--- config.mk ---
export PLATFORM = sky130hd
export DESIGN_NAME = http_response_head_scanner_unit
export DESIGN_NICKNAME = d
export VERILOG_FILES = /design/src/rtl/hrhs_pkg.sv /design/src/rtl/hrhs_scan_step.sv /design/src/rtl/http_response_head_scanner_unit.sv
export SDC_FILE = /design/constraint.sdc
export NUM_CORES = 1
export LEC_CHECK = 0
export BUFFER_PORTS_ARGS = -buffer_cell sky130_fd_sc_hd__buf_4
export CAP_MARGIN = 20
export CORE_MARGIN = 5
export CORE_UTILIZATION = 59
export CTS_CLUSTER_DIAMETER = 50
export DETAILED_ROUTE_END_ITERATION = 6
export HOLD_SLACK_MARGIN = 0.08
export MAX_ROUTING_LAYER = met4
export PLACE_DENSITY = 0.8
export SLEW_MARGIN = 20
export SYNTH_ARGS = -nofsm -noshare
export SYNTH_HDL_FRONTEND = slang
export SYNTH_SLANG_ARGS = --single-unit
--- constraint.sdc ---
create_clock -name clk_i -period 3.9 [get_ports clk_i]
set_clock_uncertainty 0.2 [all_clocks]
set_input_delay 0.975 -clock clk_i [delete_from_list [all_inputs] [get_ports clk_i]]
set_output_delay 0.975 -clock clk_i [all_outputs]
set_load 0.05 [all_outputs]
--- src/rtl/hrhs_pkg.sv ---
// ----------------------------------------------------------------------------
// HTTP response head scanner package
// Word types, scan state, character constants and the reset state shared by
// the scanner modules.
// ----------------------------------------------------------------------------
`default_nettype none

package hrhs_pkg;

  // One input word: a byte of the response head and its restart flag.
  typedef struct packed {
    logic [7:0] data_byte;
    logic       restart;
  } in_word_t;

  // One result word, produced for every input byte.
  typedef struct packed {
    logic       status_ready;
    logic [9:0] status_code;
    logic       malformed;
    logic       legacy_response;
    logic       head_done;
  } out_word_t;

  // Phases of the status line scan.
  typedef enum logic [2:0] {
    PhPrefix = 3'd0,
    PhSlash  = 3'd1,
    PhVmaj   = 3'd2,
    PhVmin   = 3'd3,
    PhSpace  = 3'd4,
    PhDigits = 3'd5,
    PhDone   = 3'd6
  } phase_e;

  // Scan state carried from one byte to the next.
  typedef struct packed {
    phase_e     phase;
    logic [2:0] prefix_idx;
    logic [9:0] code;
    logic [1:0] digit_count;
    logic       after_nl;
    logic       after_nl_cr;
    logic       finished;
  } scan_state_t;

  localparam scan_state_t StateReset = '{
    phase:       PhPrefix,
    prefix_idx:  3'd0,
    code:        10'd0,
    digit_count: 2'd0,
    after_nl:    1'b0,
    after_nl_cr: 1'b0,
    finished:    1'b0
  };

  // Character codes.
  localparam logic [7:0] ChNewline = 8'h0A;
  localparam logic [7:0] ChReturn  = 8'h0D;
  localparam logic [7:0] ChSpace   = 8'h20;
  localparam logic [7:0] ChTab     = 8'h09;
  localparam logic [7:0] ChSlash   = 8'h2F;
  localparam logic [7:0] ChDot     = 8'h2E;
  localparam logic [7:0] ChZero    = 8'h30;
  localparam logic [7:0] ChNine    = 8'h39;
  localparam logic [7:0] ChVtabLow = 8'h09;
  localparam logic [7:0] ChCrHigh  = 8'h0D;

  // Status reported for a response without the protocol prefix.
  localparam logic [9:0] CodeLegacy = 10'd200;

  // Expected byte of the "HTTP" prefix at a given position.
  function automatic logic [7:0] magic_byte(input logic [1:0] idx);
    logic [7:0] ch;
    case (idx)
      2'd0:    ch = 8'h48;
      2'd1:    ch = 8'h54;
      2'd2:    ch = 8'h54;
      default: ch = 8'h50;
    endcase
    return ch;
  endfunction

endpackage

`default_nettype wire

--- src/rtl/hrhs_scan_step.sv ---
// ----------------------------------------------------------------------------
// HTTP response head scan step
// Combinational next-state and result logic for one byte of the head.
// ----------------------------------------------------------------------------
`default_nettype none

module hrhs_scan_step (
  input  var hrhs_pkg::scan_state_t state_i,
  input  var hrhs_pkg::in_word_t    in_word_i,
  output hrhs_pkg::scan_state_t     state_o,
  output hrhs_pkg::out_word_t       out_word_o
);

  hrhs_pkg::scan_state_t s;
  hrhs_pkg::scan_state_t n;
  hrhs_pkg::out_word_t   res;
  logic [7:0]            b;
  logic                  b_digit;
  logic                  b_space;
  logic                  b_blank;
  logic                  skip_phase;
  logic                  taken;
  logic [13:0]           acc_wide;
  logic [1:0]            cnt_inc;

  assign b       = in_word_i.data_byte;
  assign b_digit = (b >= hrhs_pkg::ChZero) && (b <= hrhs_pkg::ChNine);
  assign b_space = (b == hrhs_pkg::ChSpace) ||
                   ((b >= hrhs_pkg::ChVtabLow) && (b <= hrhs_pkg::ChCrHigh));
  assign b_blank = (b == hrhs_pkg::ChSpace) || (b == hrhs_pkg::ChTab);

  // Restart clears the state before the byte is scanned.
  assign s = in_word_i.restart ? hrhs_pkg::StateReset : state_i;

  // Status code accumulation: code * 10 + digit, kept to ten bits.
  assign acc_wide = ({4'd0, s.code} << 3) + ({4'd0, s.code} << 1) + {10'd0, b[3:0]};
  assign cnt_inc  = s.digit_count + 2'd1;

  // Phase machine for one byte.
  always_comb begin
    n          = s;
    res        = '0;
    skip_phase = 1'b0;
    taken      = 1'b0;
    if (!s.finished) begin
      case (s.phase)
        hrhs_pkg::PhPrefix: begin
          if (b == hrhs_pkg::magic_byte(s.prefix_idx[1:0])) begin
            n.prefix_idx = s.prefix_idx + 3'd1;
            if (s.prefix_idx == 3'd3) begin
              n.phase = hrhs_pkg::PhSlash;
            end
          end else begin
            res.status_ready    = 1'b1;
            res.status_code     = hrhs_pkg::CodeLegacy;
            res.legacy_response = 1'b1;
            res.head_done       = 1'b1;
            n.finished          = 1'b1;
            n.phase             = hrhs_pkg::PhDone;
          end
        end
        hrhs_pkg::PhDigits: begin
          if (b_digit) begin
            n.code        = acc_wide[9:0];
            n.digit_count = cnt_inc;
            if (cnt_inc == 2'd3) begin
              res.status_ready = 1'b1;
              res.status_code  = acc_wide[9:0];
              n.phase          = hrhs_pkg::PhDone;
            end
          end else begin
            res.malformed = 1'b1;
            n.phase       = hrhs_pkg::PhDone;
          end
        end
        hrhs_pkg::PhSlash: begin
          skip_phase = 1'b1;
          if (b == hrhs_pkg::ChSlash) begin
            n.phase = hrhs_pkg::PhVmaj;
            taken   = 1'b1;
          end else begin
            n.phase = hrhs_pkg::PhSpace;
          end
        end
        hrhs_pkg::PhVmaj: begin
          skip_phase = 1'b1;
          if (b_digit) begin
            taken = 1'b1;
          end else if (b == hrhs_pkg::ChDot) begin
            n.phase = hrhs_pkg::PhVmin;
            taken   = 1'b1;
          end else begin
            n.phase = hrhs_pkg::PhSpace;
          end
        end
        hrhs_pkg::PhVmin: begin
          skip_phase = 1'b1;
          if (b_digit) begin
            taken = 1'b1;
          end else begin
            n.phase = hrhs_pkg::PhSpace;
          end
        end
        hrhs_pkg::PhSpace: begin
          skip_phase = 1'b1;
        end
        default: begin
        end
      endcase

      // Whitespace skipping ahead of the status digits.
      if (skip_phase && !taken) begin
        if (s.after_nl && !b_blank) begin
          res.malformed = 1'b1;
          n.phase       = hrhs_pkg::PhDone;
        end else if (b_space) begin
          n.phase = n.phase;
        end else if (b_digit) begin
          n.code        = {6'd0, b[3:0]};
          n.digit_count = 2'd1;
          n.phase       = hrhs_pkg::PhDigits;
        end else begin
          res.malformed = 1'b1;
          n.phase       = hrhs_pkg::PhDone;
        end
      end

      // End of head detection on a blank line.
      if (!n.finished) begin
        if ((b == hrhs_pkg::ChNewline) && (s.after_nl || s.after_nl_cr)) begin
          res.head_done = 1'b1;
          n.finished    = 1'b1;
        end
        n.after_nl_cr = s.after_nl && (b == hrhs_pkg::ChReturn);
        n.after_nl    = (b == hrhs_pkg::ChNewline);
      end
    end
  end

  assign state_o    = n;
  assign out_word_o = res;

endmodule

`default_nettype wire

--- src/rtl/http_response_head_scanner_unit.sv ---
// ----------------------------------------------------------------------------
// HTTP response head scanner unit
// Scans an HTTP response head one byte per word and reports status and end.
// ----------------------------------------------------------------------------
// Usage:
//   The input channel carries one byte of the response head per word, with
//   a restart flag set on the first byte of each response. The output
//   channel returns exactly one result word for every input word, in order.
//   Both channels use valid and stall; a word moves when valid is high and
//   stall is low.
// Registers and throughput:
//   A byte is accepted into the input register, and its result is loaded
//   from there into the output register once that register is free. One
//   byte is taken every cycle while the receiver does not stall; the scan
//   state update is combinational between the input and result registers.
// Reset and stalls:
//   Reset empties both registers and returns the scan state to the start of
//   a response, so the first byte after reset begins a new response. While
//   the receiver stalls a full result register, the pipeline holds, and the
//   input stalls once the input register is also occupied.
// ----------------------------------------------------------------------------
`default_nettype none

module http_response_head_scanner_unit (
  input  var logic                clk_i,
  input  var logic                rst_ni,
  input  var logic                in_valid_i,
  output logic                    in_stall_o,
  input  var hrhs_pkg::in_word_t  in_word_i,
  output logic                    out_valid_o,
  input  var logic                out_stall_i,
  output hrhs_pkg::out_word_t     out_word_o
);

  logic                  in_valid_q;
  hrhs_pkg::in_word_t    in_word_q;
  logic                  out_valid_q;
  hrhs_pkg::out_word_t   out_word_q;
  hrhs_pkg::out_word_t   out_word_d;
  hrhs_pkg::scan_state_t state_q;
  hrhs_pkg::scan_state_t state_d;
  logic                  advance;
  logic                  in_load;

  // Pipeline control: the result register frees when it is empty or taken.
  assign advance    = !out_valid_q || !out_stall_i;
  assign in_stall_o = in_valid_q && !advance;
  assign in_load    = in_valid_i && !in_stall_o;

  // Scan logic between the input register and the result register.
  hrhs_scan_step u_step (
    .state_i    (state_q),
    .in_word_i  (in_word_q),
    .state_o    (state_d),
    .out_word_o (out_word_d)
  );

  // Control registers.
  always_ff @(posedge clk_i or negedge rst_ni) begin
    if (!rst_ni) begin
      in_valid_q  <= 1'b0;
      out_valid_q <= 1'b0;
      state_q     <= hrhs_pkg::StateReset;
    end else begin
      if (advance) begin
        in_valid_q  <= in_load;
        out_valid_q <= in_valid_q;
        if (in_valid_q) begin
          state_q <= state_d;
        end
      end else if (in_load) begin
        in_valid_q <= 1'b1;
      end
    end
  end

  // Payload registers.
  always_ff @(posedge clk_i) begin
    if (in_load) begin
      in_word_q <= in_word_i;
    end
    if (advance && in_valid_q) begin
      out_word_q <= out_word_d;
    end
  end

  assign out_valid_o = out_valid_q;
  assign out_word_o  = out_word_q;

  // A legacy response reports status 200 and ends the head on the same word.
  assert property (@(posedge clk_i) disable iff (!rst_ni)
    out_valid_o && out_word_o.legacy_response |->
      out_word_o.status_ready && out_word_o.head_done &&
      (out_word_o.status_code == hrhs_pkg::CodeLegacy))
    else $error("legacy result without status 200 and head end");

  // The status code is zero unless a status is reported.
  assert property (@(posedge clk_i) disable iff (!rst_ni)
    out_valid_o && !out_word_o.status_ready |-> (out_word_o.status_code == 10'd0))
    else $error("status code set without status ready");

  // A word never reports both a status and a malformed line.
  assert property (@(posedge clk_i) disable iff (!rst_ni)
    out_valid_o |-> !(out_word_o.status_ready && out_word_o.malformed))
    else $error("status ready and malformed in one word");

  // The input stalls only when both registers are occupied and blocked.
  assert property (@(posedge clk_i) disable iff (!rst_ni)
    in_stall_o |-> in_valid_q && out_valid_q && out_stall_i)
    else $error("input stalled with room in the pipeline");

  // Scan state changes only when a byte moves into the result register.
  assert property (@(posedge clk_i) disable iff (!rst_ni)
    !(advance && in_valid_q) |=> $stable(state_q))
    else $error("scan state changed without a byte");

endmodule

`default_nettype wire

==> results <==
- The flow ran to the end, and the final reports show no timing, DRC or antenna violations.
- The final wirelength is between 5 and 6 mm.
- In the synthesized netlist, the number of instances is between 200 and 300.
- The number of buffers on the longest clock path is 2.
- The total of endpoints with negative setup slack in the final report is 0.
- The most frequent standard cell in the layout excluding fill and tap cells is nor2_1.
- The slowest stage of the critical path is the edfxtp_1 cell.
- In this run the number of H-tree levels came out at 2.
- The post-CTS resize count is 0.
- The completed layout was analyzed and its total power is ~1.2 mW.
- The post-detailed-route DRC marker count is 0.
- For this run the aggregate overflow at the end of global routing stands at 0.
- The global-route wire length before repair is between 10 and 15 mm.
- The mapped netlist covers between 2000 and 3000 µm².
- The count of non-filler cells in the finished layout is 386.
- In this run, distinct cell masters in the synthesized netlist total between 60 and 70.
- The routed length per placed instance is 15.5 µm.
- Of the total power, combinational logic draws 21.6%.
- Setup repair after global routing left no endpoint under its margin.
- Of all flip-flops after synthesis, the portion carrying an async set or reset was 48.9%.
- The port buffer count is 28.
- Cells with a size suffix above 1 make up between 15 and 20% of the layout.
- The die is 80.7 µm tall.
- Pin placement for this block handled 29 I/O pins.
- The number of antenna diodes in the final layout is 0.
- The detail route stage leaves a number of antenna-violating nets equal to 0.
- Including well taps, the total number of placed cells is 378.
- The path type of the worst setup path is flop to flop.
- In this run the power density over the cells is around 370 nW/µm².
- Summed over all nets, the half-perimeter wirelength after detailed placement is 4.55 mm.
- Before antenna repair, the detailed router went through 4 iterations.
- In the layout the commonest cells are nor2_1 (32), buf_4 (30), nand2_1 (27), edfxtp_1 (23), dfrtp_1 (22).
- The initial cell density of the core is around 60%.
- For the pin with the worst max-slew slack, the measured transition is between 0.6 and 0.7 ns.
- The worst vdd rail ir drop is about 0.29 mV.
- The mean post-synth cell area is roughly 10 µm².
- The net count reported at finish is 351.
- By area the synthesized netlist is led by edfxtp_1 (23%), dfrtp_1 (19%), ha_1 (8.1%).
- The first routing iteration left between 200 and 250 violations.
- After synthesis, flip-flops and latches occupy 42.1% of the total area.
- The placeable core area is between 4000 and 5000 µm².
- For the worst setup path, the data arrival time is around 2.8 ns.
- The net switching power is 384 µW.
- For this run, the leading register cell type out of synthesis is edfxtp_1.
- Traced cell by cell, the critical path runs through buf_4 > nor2b_1 > ha_1 > ha_1 > inv_1 > fa_1 > nor2b_1 > o31a_1 > o21ai_0 > nand2b_1 > xnor2_1 > and2_1.
- The peak clock frequency supported by timing is around 0.34 GHz.
- Of all cell types, the one taking the most synthesized area is edfxtp_1.
- The met3 wire length is between 300 and 400 µm.
- The part of the power in the clock network is between 20 and 30%.
- The reported max-cap violation count is 0.
- Global routing consumed, over all layers together, 20.9% of the routing resources.
- Counting the fill cells in the layout gives 355.
- STA classifies the critical path endpoint as a flop.
- The number of antenna violations at the first check in global routing is 0.
- For this run, the slowest stage of the critical path takes 0.40 ns.
- At the end of the flow the core is filled with cells to 68.7%.
- The clock insertion delay at the later pin of the skew report is slightly above 0.3 ns.
- The buffers inserted during post-CTS setup optimization is 0.
- Net switching is 31.6% of the power.
- The final hold violation count is 0.
- The TritonCTS buffer count is 5.
- The floorplan has 25 rows.
- The kind of launch point of the worst setup path is a flop.
- The path category of the worst min-delay check is flop to flop.
- Counting flops with a built-in enable in the synthesized netlist gives 23.
- The number of buffers inserted for hold repair after clock tree synthesis is 0.
- The internal portion of total power is just over 800 µW.
- Across all layers, the routed design uses approximately 2300 vias.
- The leakage power is 1.44 nW.
- The number of register bits inferred by synthesis is 45.
- The post-layout minimum cycle time is between 2 and 3 ns.
- The highest metal layer with signal wires is met4.
- The die covers ~6500 µm².
- The number of slew-limit violations in the final report was 0.
- The congestion estimate from routability-driven global placement came to roughly 0.95.
- For this run, the number of Yosys warnings is 0.
- In the final routing, the length of wire on met1 measures 2.77 mm.
- For the final routed database, the setup TNS stands at 0 ns.
- The post-CTS clock slew at the launch and capture registers of the worst setup and hold paths is about 0.09 ns.
- The TritonCTS clock tree is done.
- The area share of the largest cell type after synthesis is between 20% and 30%.
- In the finished design, the share of the clock period the worst path needs comes to around three quarters.
- The cell sitting at the root of the clock tree is a clkbuf_8.
- The layout-stage area growth over the synthesis result is 11.5%.
- The final hold slack is roughly 0.28 ns.
- The detail-routed via count per cell is 5.84.
- In this run the tightest slew margin relative to its limit is 57.4%.
- The net count of the mapped netlist is 327.
- The pin count of the biggest net entering global routing is 26.
- The via count of the first global-routing pass came to about 2100.
- The floorplan step set the die width to approximately 81 µm.
- The clock drives 45 sinks.
- The relative contribution of sequential cells to total power is between 40% and 50%.
- The critical path data required time is about 3.8 ns.
- After detailed routing, the met2 layer carries 2.75 mm of wire.
- In this run the worst path has a maximum fanout of 25.
==> worst max-delay path, delay by kind of cell (launching register included) <==
family | cells | cell delay [ns]
flops | 1 | 0.40
simple gates | 4 | 0.51
buf+inv | 2 | 0.32
fa+ha+maj | 3 | 0.72
compound gates | 2 | 0.39
xor+xnor | 1 | 0.13
==> final cells by class <==
type                    count  area (µm²)  share of cell area [%]
well taps                  67        83.8                    2.55
clock inverters             3        46.3                    1.41
flip-flops and latches     45        1240                    37.8
repair buffers             30         225                    6.85
clock buffers               5        68.8                    2.09
inverters                  15        56.3                    1.71
multi-input cells         221        1570                    47.6
==> through the flow <==
step	cell area [µm²]	worst slack (ns)
finish	3290	0.975
global route	3290	0.789
CTS	3290	0.971
detailed placement	3170	0.984
global placement	3170	1.05
floorplan	2950	0.964
==> kinds of logic (layout without fill, tap and decap cells) <==
logic type | Yosys count | count (layout) | share of synthesized area, %
AO/OA/AOI/OAI | 65 | 65 | 17.1
adder cells (fa/ha/maj) | 20 | 20 | 8.75
flip-flops | 45 | 45 | 42.1
buffers and inverters | 28 | 53 | 4.88
AND/OR/NAND/NOR | 123 | 123 | 23.1
XOR/XNOR | 11 | 11 | 3.27
multiplexers | 2 | 2 | 0.722
==> cells in the mapped netlist, types with 2 or more instances <==
| cell | instances |
|---|---|
| nor2_1 | 32 |
| nand2_1 | 27 |
| edfxtp_1 | 23 |
| dfrtp_1 | 22 |
| ha_1 | 19 |
| inv_1 | 15 |
| nor2b_1 | 13 |
| o21ai_0 | 13 |
| nand3_1 | 11 |
| a21oi_1 | 9 |
| nor3_1 | 9 |
| and2_1 | 7 |
| xnor2_1 | 6 |
| a22o_1 | 5 |
| xor2_1 | 5 |
| a21o_1 | 4 |
| buf_2 | 4 |
| nand2b_1 | 4 |
| o21a_1 | 4 |
| a211oi_1 | 3 |
| buf_4 | 3 |
| buf_6 | 3 |
| clkbuf_1 | 3 |
| a2bb2oi_1 | 2 |
| a31oi_1 | 2 |
| and3_1 | 2 |
| and3b_1 | 2 |
| nor3_2 | 2 |
| nor3b_1 | 2 |
| o311ai_1 | 2 |
| o31ai_1 | 2 |
==> power by group through the flow <==
stage                     Clock [mW]  Sequential, mW  Combinational, mW
final                          0.356           0.595              0.262
after global routing           0.384           0.601              0.288
after CTS                      0.362           0.594              0.263
after detailed placement           0           0.604              0.261
after global placement             0           0.602              0.258
after floorplan                    0           0.620              0.183
==> state kept, by name (all words and copies together), names as in the netlist <==
register	count
in_valid_q	1
in_word_q	9
out_valid_o	1
out_word_o	14
state_q	20
==> routing by layer <==
layer,GRT usage (%),up-vias
met5,-,-
met4,6.93,0
met3,2.91,10
met2,32.0,77
met1,28.8,1062
li1,-,1107
==> worst paths after layout <==
path | from | to | slack (ns) | depth (start not counted)
max in group asynchronous | rst_ni | state_q[5]$_DFFE_PN0P_ | 2.91 | 1
max | in_word_q[0]$_DFFE_PP_ | out_word_o[11]$_SDFFCE_PP0P_ | 0.97 | 12
min | in_valid_q$_DFFE_PN0P_ | out_valid_o$_DFFE_PN0N_ | 0.28 | 1
max reg2reg | in_word_q[0]$_DFFE_PP_ | out_word_o[11]$_SDFFCE_PP0P_ | 0.97 | 12
min reg2reg | in_valid_q$_DFFE_PN0P_ | out_valid_o$_DFFE_PN0N_ | 0.28 | 1
min in group asynchronous | rst_ni | state_q[0]$_DFFE_PN0P_ | 0.35 | 1
Note: power is estimated with default switching activity, not from simulation.
